File: src/rtl/core/lgr_pkg.sv
package lgr_pkg;

	localparam int GRID_SIZE = 64;
	localparam int ROW_BITS = 64;
	localparam int NUM_W = 6;
	localparam int ROW_CNT_W = $clog2(GRID_SIZE + 1);

	localparam int BIRTH_COUNT = 3;
	localparam int SURVIVE_COUNT = 2;

	localparam logic [ROW_BITS-1:0] COL_MASK = {ROW_BITS{1'b1}} >> (ROW_BITS - GRID_SIZE);

	localparam int QUEUE_DEPTH = 2;
	localparam int QPTR_W = (QUEUE_DEPTH > 1) ? $clog2(QUEUE_DEPTH) : 1;
	localparam int QCNT_W = $clog2(QUEUE_DEPTH + 1);

	typedef struct packed {
		logic [ROW_BITS-1:0] above;
		logic [ROW_BITS-1:0] here;
		logic [ROW_BITS-1:0] below;
		logic [NUM_W-1:0]    row_number;
		logic                top_border;
		logic                last;
	} lgr_entry_t;

	// next generation of the middle row, interior columns only
	function automatic logic [ROW_BITS-1:0] lgr_evolve(
		input logic [ROW_BITS-1:0] above,
		input logic [ROW_BITS-1:0] here,
		input logic [ROW_BITS-1:0] below
	);
		logic [ROW_BITS-1:0] res;
		logic [3:0] n;
		res = '0;
		for (int c = 1; c < GRID_SIZE - 1; c++) begin
			n = 4'(above[c-1]) + 4'(above[c]) + 4'(above[c+1])
			  + 4'(here[c-1]) + 4'(here[c+1])
			  + 4'(below[c-1]) + 4'(below[c]) + 4'(below[c+1]);
			if (n == 4'(BIRTH_COUNT) || (here[c] && n == 4'(SURVIVE_COUNT))) begin
				res[c] = 1'b1;
			end
		end
		return res;
	endfunction

endpackage

File: src/rtl/core/lgr_if.sv
interface lgr_row_if;
	logic                           valid;
	logic                           ready;
	logic [lgr_pkg::ROW_BITS-1:0]   row_cells;
	logic                           frame_start;

	modport source (output valid, output row_cells, output frame_start, input ready);
	modport sink (input valid, input row_cells, input frame_start, output ready);
	modport monitor (input valid, input row_cells, input frame_start, input ready);
endinterface

interface lgr_result_if;
	logic                           valid;
	logic                           ready;
	logic [lgr_pkg::NUM_W-1:0]      row_number;
	logic [lgr_pkg::ROW_BITS-1:0]   next_cells;
	logic                           frame_end;

	modport source (output valid, output row_number, output next_cells, output frame_end,
		input ready);
	modport sink (input valid, input row_number, input next_cells, input frame_end,
		output ready);
	modport monitor (input valid, input row_number, input next_cells, input frame_end,
		input ready);
endinterface

File: src/rtl/core/lgr_front.sv
module lgr_front (
	input  logic                 clk,
	input  logic                 arst_n,
	lgr_row_if.sink              row_in,
	output logic                 push_valid,
	input  logic                 push_ready,
	output lgr_pkg::lgr_entry_t  push_data
);

	logic [lgr_pkg::ROW_BITS-1:0]  upper_q;
	logic [lgr_pkg::ROW_BITS-1:0]  middle_q;
	logic [lgr_pkg::ROW_CNT_W-1:0] rows_seen_q;
	logic [lgr_pkg::ROW_BITS-1:0]  row;
	logic                          start_grid;
	logic                          accept;

	assign row = row_in.row_cells & lgr_pkg::COL_MASK;
	assign start_grid = row_in.frame_start || rows_seen_q == '0
		|| rows_seen_q >= lgr_pkg::ROW_CNT_W'(lgr_pkg::GRID_SIZE);

	assign row_in.ready = push_ready;
	assign accept = row_in.valid && push_ready;
	assign push_valid = accept && !start_grid;

	always_comb begin
		push_data.above = upper_q;
		push_data.here = middle_q;
		push_data.below = row;
		push_data.row_number = lgr_pkg::NUM_W'(rows_seen_q - lgr_pkg::ROW_CNT_W'(1));
		push_data.top_border = rows_seen_q == lgr_pkg::ROW_CNT_W'(1);
		push_data.last = rows_seen_q == lgr_pkg::ROW_CNT_W'(lgr_pkg::GRID_SIZE - 1);
	end

	always_ff @(posedge clk or negedge arst_n) begin
		if (!arst_n) begin
			upper_q <= '0;
			middle_q <= '0;
			rows_seen_q <= '0;
		end else if (accept) begin
			if (start_grid) begin
				upper_q <= '0;
				rows_seen_q <= lgr_pkg::ROW_CNT_W'(1);
			end else begin
				upper_q <= middle_q;
				rows_seen_q <= rows_seen_q + lgr_pkg::ROW_CNT_W'(1);
			end
			middle_q <= row;
		end
	end

endmodule

File: src/rtl/core/lgr_queue.sv
module lgr_queue (
	input  logic                 clk,
	input  logic                 arst_n,
	input  logic                 push_valid,
	output logic                 push_ready,
	input  lgr_pkg::lgr_entry_t  push_data,
	output logic                 pop_valid,
	input  logic                 pop_ready,
	output lgr_pkg::lgr_entry_t  pop_data
);

	lgr_pkg::lgr_entry_t             mem_q [lgr_pkg::QUEUE_DEPTH];
	logic [lgr_pkg::QPTR_W-1:0]      wr_ptr_q;
	logic [lgr_pkg::QPTR_W-1:0]      rd_ptr_q;
	logic [lgr_pkg::QCNT_W-1:0]      count_q;
	logic                            do_push;
	logic                            do_pop;

	assign push_ready = count_q != lgr_pkg::QCNT_W'(lgr_pkg::QUEUE_DEPTH);
	assign pop_valid = count_q != '0;
	assign pop_data = mem_q[rd_ptr_q];
	assign do_push = push_valid && push_ready;
	assign do_pop = pop_valid && pop_ready;

	always_ff @(posedge clk) begin
		if (do_push) begin
			mem_q[wr_ptr_q] <= push_data;
		end
	end

	always_ff @(posedge clk or negedge arst_n) begin
		if (!arst_n) begin
			wr_ptr_q <= '0;
			rd_ptr_q <= '0;
			count_q <= '0;
		end else begin
			if (do_push) begin
				wr_ptr_q <= (wr_ptr_q == lgr_pkg::QPTR_W'(lgr_pkg::QUEUE_DEPTH - 1)) ? '0
					: wr_ptr_q + lgr_pkg::QPTR_W'(1);
			end
			if (do_pop) begin
				rd_ptr_q <= (rd_ptr_q == lgr_pkg::QPTR_W'(lgr_pkg::QUEUE_DEPTH - 1)) ? '0
					: rd_ptr_q + lgr_pkg::QPTR_W'(1);
			end
			if (do_push && !do_pop) begin
				count_q <= count_q + lgr_pkg::QCNT_W'(1);
			end else if (do_pop && !do_push) begin
				count_q <= count_q - lgr_pkg::QCNT_W'(1);
			end
		end
	end

endmodule

File: src/rtl/core/lgr_back.sv
module lgr_back (
	input  logic                 clk,
	input  logic                 arst_n,
	input  logic                 pop_valid,
	output logic                 pop_ready,
	input  lgr_pkg::lgr_entry_t  pop_data,
	lgr_result_if.source         res_out
);

	logic                          out_valid_q;
	logic [lgr_pkg::NUM_W-1:0]     row_number_q;
	logic [lgr_pkg::ROW_BITS-1:0]  next_cells_q;
	logic                          frame_end_q;
	logic                          second_q;
	logic                          load;
	logic [lgr_pkg::ROW_BITS-1:0]  evolved;

	assign load = !out_valid_q || res_out.ready;
	// the last entry stays at the head until its bottom-border result is loaded for output
	assign pop_ready = load && (second_q || (pop_valid && !pop_data.last));
	assign evolved = pop_data.top_border ? '0
		: lgr_pkg::lgr_evolve(pop_data.above, pop_data.here, pop_data.below)
			& lgr_pkg::COL_MASK;

	always_ff @(posedge clk or negedge arst_n) begin
		if (!arst_n) begin
			out_valid_q <= 1'b0;
			second_q <= 1'b0;
		end else if (load) begin
			if (second_q) begin
				out_valid_q <= 1'b1;
				second_q <= 1'b0;
			end else if (pop_valid) begin
				out_valid_q <= 1'b1;
				second_q <= pop_data.last;
			end else begin
				out_valid_q <= 1'b0;
			end
		end
	end

	always_ff @(posedge clk) begin
		if (load) begin
			if (second_q) begin
				row_number_q <= lgr_pkg::NUM_W'(lgr_pkg::GRID_SIZE - 1);
				next_cells_q <= '0;
				frame_end_q <= 1'b1;
			end else begin
				row_number_q <= pop_data.row_number;
				next_cells_q <= evolved;
				frame_end_q <= 1'b0;
			end
		end
	end

	assign res_out.valid = out_valid_q;
	assign res_out.row_number = row_number_q;
	assign res_out.next_cells = next_cells_q;
	assign res_out.frame_end = frame_end_q;

endmodule

File: src/rtl/core/life_generation_row_stream.sv
// channel   | dir | payload                               | handshake
// row_in    | in  | row_cells[63:0], frame_start          | valid/ready
// res_out   | out | row_number[5:0], next_cells[63:0],    | valid/ready
//           |     | frame_end                             |
//
// one row item per cycle while res_out is ready; results are queued, then registered
// the final row of a grid gives two results, one after the other, from the back end
// a two-entry queue sits between row intake and the evolve stage, so a stalled
// output lets two more result-bearing rows in before row_in.ready falls
// arst_n clears the row history, row count, queue and output valid; no clearing pass

module life_generation_row_stream (
	input  logic           clk,
	input  logic           arst_n,
	lgr_row_if.sink        row_in,
	lgr_result_if.source   res_out
);

	logic                 push_valid;
	logic                 push_ready;
	lgr_pkg::lgr_entry_t  push_data;
	logic                 pop_valid;
	logic                 pop_ready;
	lgr_pkg::lgr_entry_t  pop_data;

	lgr_front u_front (
		.clk        (clk),
		.arst_n     (arst_n),
		.row_in     (row_in),
		.push_valid (push_valid),
		.push_ready (push_ready),
		.push_data  (push_data)
	);

	lgr_queue u_queue (
		.clk        (clk),
		.arst_n     (arst_n),
		.push_valid (push_valid),
		.push_ready (push_ready),
		.push_data  (push_data),
		.pop_valid  (pop_valid),
		.pop_ready  (pop_ready),
		.pop_data   (pop_data)
	);

	lgr_back u_back (
		.clk       (clk),
		.arst_n    (arst_n),
		.pop_valid (pop_valid),
		.pop_ready (pop_ready),
		.pop_data  (pop_data),
		.res_out   (res_out)
	);

endmodule

File: src/flat_wrapper.sv
// flat-port wrapper written by rule: the top's interface ports become plain ports
module life_generation_row_stream_flat 
  (clk, arst_n, row_in_valid, row_in_row_cells, row_in_frame_start, row_in_ready, res_out_valid, res_out_row_number, res_out_next_cells, res_out_frame_end, res_out_ready);
  lgr_row_if row_in_i ();
  lgr_result_if res_out_i ();
  input  logic clk;
  input  logic arst_n;
  input wire logic [$bits(row_in_i.valid)-1:0] row_in_valid;
  input wire logic [$bits(row_in_i.row_cells)-1:0] row_in_row_cells;
  input wire logic [$bits(row_in_i.frame_start)-1:0] row_in_frame_start;
  output wire logic [$bits(row_in_i.ready)-1:0] row_in_ready;
  output wire logic [$bits(res_out_i.valid)-1:0] res_out_valid;
  output wire logic [$bits(res_out_i.row_number)-1:0] res_out_row_number;
  output wire logic [$bits(res_out_i.next_cells)-1:0] res_out_next_cells;
  output wire logic [$bits(res_out_i.frame_end)-1:0] res_out_frame_end;
  input wire logic [$bits(res_out_i.ready)-1:0] res_out_ready;
  assign row_in_i.valid = row_in_valid;
  assign row_in_i.row_cells = row_in_row_cells;
  assign row_in_i.frame_start = row_in_frame_start;
  assign row_in_ready = row_in_i.ready;
  assign res_out_valid = res_out_i.valid;
  assign res_out_row_number = res_out_i.row_number;
  assign res_out_next_cells = res_out_i.next_cells;
  assign res_out_frame_end = res_out_i.frame_end;
  assign res_out_i.ready = res_out_ready;
  life_generation_row_stream u_core (.clk(clk), .arst_n(arst_n), .row_in(row_in_i), .res_out(res_out_i));
endmodule
File: config.mk
export PLATFORM = sky130hd
export DESIGN_NAME = life_generation_row_stream_flat
export DESIGN_NICKNAME = d
export VERILOG_FILES = /design/src/rtl/core/lgr_pkg.sv /design/src/rtl/core/lgr_if.sv /design/src/rtl/core/lgr_front.sv /design/src/rtl/core/lgr_queue.sv /design/src/rtl/core/lgr_back.sv /design/src/rtl/core/life_generation_row_stream.sv /design/src/flat_wrapper.sv
export SDC_FILE = /design/constraint.sdc
export NUM_CORES = 1
export LEC_CHECK = 0
export ABC_AREA = 1
export BUFFER_PORTS_ARGS = -buffer_cell sky130_fd_sc_hd__buf_4
export CORE_ASPECT_RATIO = 1.4
export CORE_MARGIN = 5
export CORE_UTILIZATION = 63
export DETAILED_ROUTE_END_ITERATION = 7
export MAX_ROUTING_LAYER = met4
export PLACE_DENSITY = 0.81
export SETUP_SLACK_MARGIN = 0.5
export SLEW_MARGIN = 20
export SYNTH_ARGS = -nofsm -noshare
export SYNTH_HDL_FRONTEND = slang
export SYNTH_SLANG_ARGS = --single-unit
export TNS_END_PERCENT = 50
File: constraint.sdc
create_clock -name clk -period 12.5 [get_ports clk]
set_input_delay 1.25 -clock clk [delete_from_list [all_inputs] [get_ports clk]]
set_output_delay 1.25 -clock clk [all_outputs]
set_load 0.02 [all_outputs]
==> results.tsv <==
metric	value	unit
status	finished clean	
portBuffers	139	
r2r_start	u_core.u_queue.rd_ptr_q$_DFFE_PN0P_	
synthMuxAreaShare	0.0598	%
core-area	0.0529	sq mm
wl_per_cell	17.5	um
place_ws	6.98	ns
crit_type	flip-flop to flip-flop	
synth_compound_area_share	3.20	%
crit_top_cell	fa_1	
r2r_slack	6.98	ns
slew_headroom	30.0	%
ant_nets	0	
setup_violations	0	
rsz0062_at_grt	no	
drt_iter0_drc	1290	
syn_inst	2992	
cts_hold_buffers	0	
slew_violations	0	
cp_slowest_cell	dfrtp_4	
core.rowCount	100	
synth-warning-count	0	
yosysSeqAreaShare	52.6	%
synth_top_family_by_area	adder cells	
yosysMostFrequentCell	nand2_1	
grt_pass1_wl	112000	um
grt_max_degree	131	
clock_skew	0.0181	ns
hp-class	flip-flop to flip-flop	
finalCriticalPeriod	5.52	ns
synthXorXnorAreaFrac	0.262	%
avgSynthCellArea	11.2	sq um
drive_gt1_share	12.0	%
cap_violations	0	
finish.instance_area	0.0371	sq mm
num_vias	21000	
place.gp.congestion	0.839	
cp_cell_sequence	inv_6 -> buf_4 -> or2_2 -> o21ai_0 -> fa_1 -> fa_1 -> inv_1 -> fa_1 -> ha_1 -> fa_1 -> nand3b_1 -> o22ai_1 -> nand2_1 -> nor2_1	
yosys.area.top_type	edfxtp_1	
min_from	u_core.u_front.upper_q[27]$_DFFE_PN0P_	
fmax	181	MHz
dieHeight	283	um
cts_buffers	56	
grt.overflow.total	0	
grt_pass1_vias	23100	
synth_commonest_cells	801 x nand2_1, 508 x inv_1, 469 x edfxtp_1	
synth_flop_cell	edfxtp_1	
cp_slowest_stage_delay	0.73	ns
crit_buf_inv	3	
async_reset_ff_share	23.1	%
clk_path_buf_depth	3	
grtUsageTotal	25.0	%
crit_family	adder cells	
cts-resized-gates	0	
area.growth.synth_to_final	10.8	%
yosys.area_share.simple	14.9	%
synth_edf_count	469	
tightest_slew	1.05	ns
cts.sink_count	610	
dieArea	0.0579	sq mm
ys_types	32	
min_path_cells	0	
synth_area_leaders	edfxtp_1 42%, fa_1 15%, dfrtp_1 11%, nand2_1 9.0%, ha_1 7.1%	
routed_wl	68200	um
rr_worst_depth	14	
final.setup.tns	0	ns
htreeDepth	2	
cp-start-kind	flip-flop	
nets	3631	
crit_fanout	124	
whs_endpoint	u_core.u_queue.mem_q[0][163]$_DFFE_PP_	
cts.reportedPaths.clkPinSlew	0.07	ns
ios	142	
start_util	63.2	%
placed_area	0.0352	sq mm
cp.arrival	5.90	ns
critical_path_required	12.88	ns
worstReg2RegEnd	u_core.u_back.res_out.next_cells[9]$_SDFFCE_PP0N_	
clock_latency	0.61	ns
period_share	44.2	%
netlist.area_leader.share	42.1	%
via_per_inst	5.40	
cts_root_buf	clkbuf_16	
synthAdderAreaFrac	21.9	%
hold_viol_final	0	
netlist_area	0.0335	sq mm
fp.dieW	205	um
cts_setup_buffers	0	
drc_errors	0	
utilization	70.1	%
cp-end-kind	flip-flop	
cts_tree	done	
antenna_found_initial	3	
ys_ff_latch	610	
hpwl	46500	um
first_pass_iters	6	
worst_slack	6.98	ns
-- layer usage --
layer	up-vias	track usage [%]	wire (um)
li1	9761	-	-
met1	10500	27.3	24300
met2	571	45.9	37600
met3	205	3.53	3130
met4	0	10.6	3130
met5	-	-	0
-- kinds of logic (layout without fill, tap and decap cells) --
logic type | after synthesis | in the layout
other | 1 | 6
adder cells (fa/ha/maj) | 438 | 438
AO/OA/AOI/OAI | 199 | 199
multiplexers | 2 | 2
flip-flops | 610 | 610
buffers and inverters | 591 | 770
AND/OR/NAND/NOR | 1141 | 1141
XOR/XNOR | 10 | 10
-- sequential cells by signal, indices dropped and copies added (netlist names) --
register / count
u_core.u_front.upper_q: 64
u_core.u_front.rows_seen_q: 7
u_core.u_back.res_out.frame_end: 1
u_core.u_front.middle_q: 64
u_core.u_queue.wr_ptr_q: 1
u_core.u_queue.count_q: 2
u_core.u_back.second_q: 1
u_core.u_queue.mem_q: 400
u_core.u_back.res_out.valid: 1
u_core.u_back.res_out.next_cells: 62
u_core.u_queue.rd_ptr_q: 1
u_core.u_back.res_out.row_number: 6
-- layout by cell type, fill, tap and decap left out, types with 3 or more instances in the layout --
cell type | Yosys | final
buf_4 | 4 | 151
xnor2_1 | 3 | 3
inv_1 | 508 | 505
and2_1 | 58 | 58
nand3_1 | 14 | 14
clkinv_4 | 0 | 3
edfxtp_1 | 469 | 469
bufinv_16 | 0 | 6
inv_6 | 0 | 8
o22ai_1 | 50 | 50
or2_2 | 124 | 124
clkbuf_1 | 39 | 9
clkbuf_16 | 0 | 58
clkinv_2 | 0 | 7
clkbuf_8 | 0 | 4
nand4_1 | 15 | 15
nand2_1 | 801 | 800
diode_2 | 0 | 4
clkinv_1 | 1 | 5
nand3b_1 | 49 | 49
fa_1 | 248 | 248
ha_1 | 190 | 190
xor2_1 | 7 | 7
nor2_1 | 74 | 73
dfrtp_1 | 141 | 140
clkinvlp_4 | 0 | 8
o21ai_0 | 94 | 94
o21ai_1 | 53 | 53
-- worst register-to-register path, cell delays in order, from the launching register on --
cell and delay, ns:
dfrtp_4 0.73, inv_6 0.68, buf_4 0.80, or2_2 0.25, o21ai_0 0.24, fa_1 0.59, fa_1 0.49, inv_1 0.06
fa_1 0.48, ha_1 0.24, fa_1 0.41, nand3b_1 0.11, o22ai_1 0.08, nand2_1 0.08, nor2_1 0.05
-- cell type report --
type	count	area [sq um]
fillers	3494	15800
repair buffers	154	1180
multi-input cells	1792	13500
flip-flops and latches	610	17600
well taps	714	893
clock inverters	35	378
clock buffers	71	1540
diodes	4	10.0
inverters	510	1930
-- per-stage QoR --
step / std cells / hold slack [ns]
final: 3890 / 0.471
after global routing: 3889 / 0.486
after CTS: 3886 / 0.465
after detailed placement: 3780 / 0.451
after global placement: 3779 / 0.439
after floorplan: 2993 / 0.433
-- how the worst max path moves through the flow --
stage,startpoint,end,slack [ns],cells past startpoint
2_1_floorplan,row_in_frame_start,u_core.u_queue.mem_q[1][0]$_DFFE_PP_,1.84,5
3_3_place_gp,u_core.u_queue.rd_ptr_q$_DFFE_PN0P_,u_core.u_back.res_out.next_cells[4]$_SDFFCE_PP0N_,7.14,14
3_5_place_dp,u_core.u_queue.rd_ptr_q$_DFFE_PN0P_,u_core.u_back.res_out.next_cells[4]$_SDFFCE_PP0N_,6.98,14
4_1_cts,u_core.u_queue.rd_ptr_q$_DFFE_PN0P_,u_core.u_back.res_out.next_cells[4]$_SDFFCE_PP0N_,6.96,14
5_1_grt,u_core.u_queue.rd_ptr_q$_DFFE_PN0P_,u_core.u_back.res_out.next_cells[4]$_SDFFCE_PP0N_,6.60,13
6_report,u_core.u_queue.rd_ptr_q$_DFFE_PN0P_,u_core.u_back.res_out.next_cells[9]$_SDFFCE_PP0N_,6.98,14
Power is not shown: default switching activity piles up to over one toggle a cycle in this logic, so the estimate is an artifact.
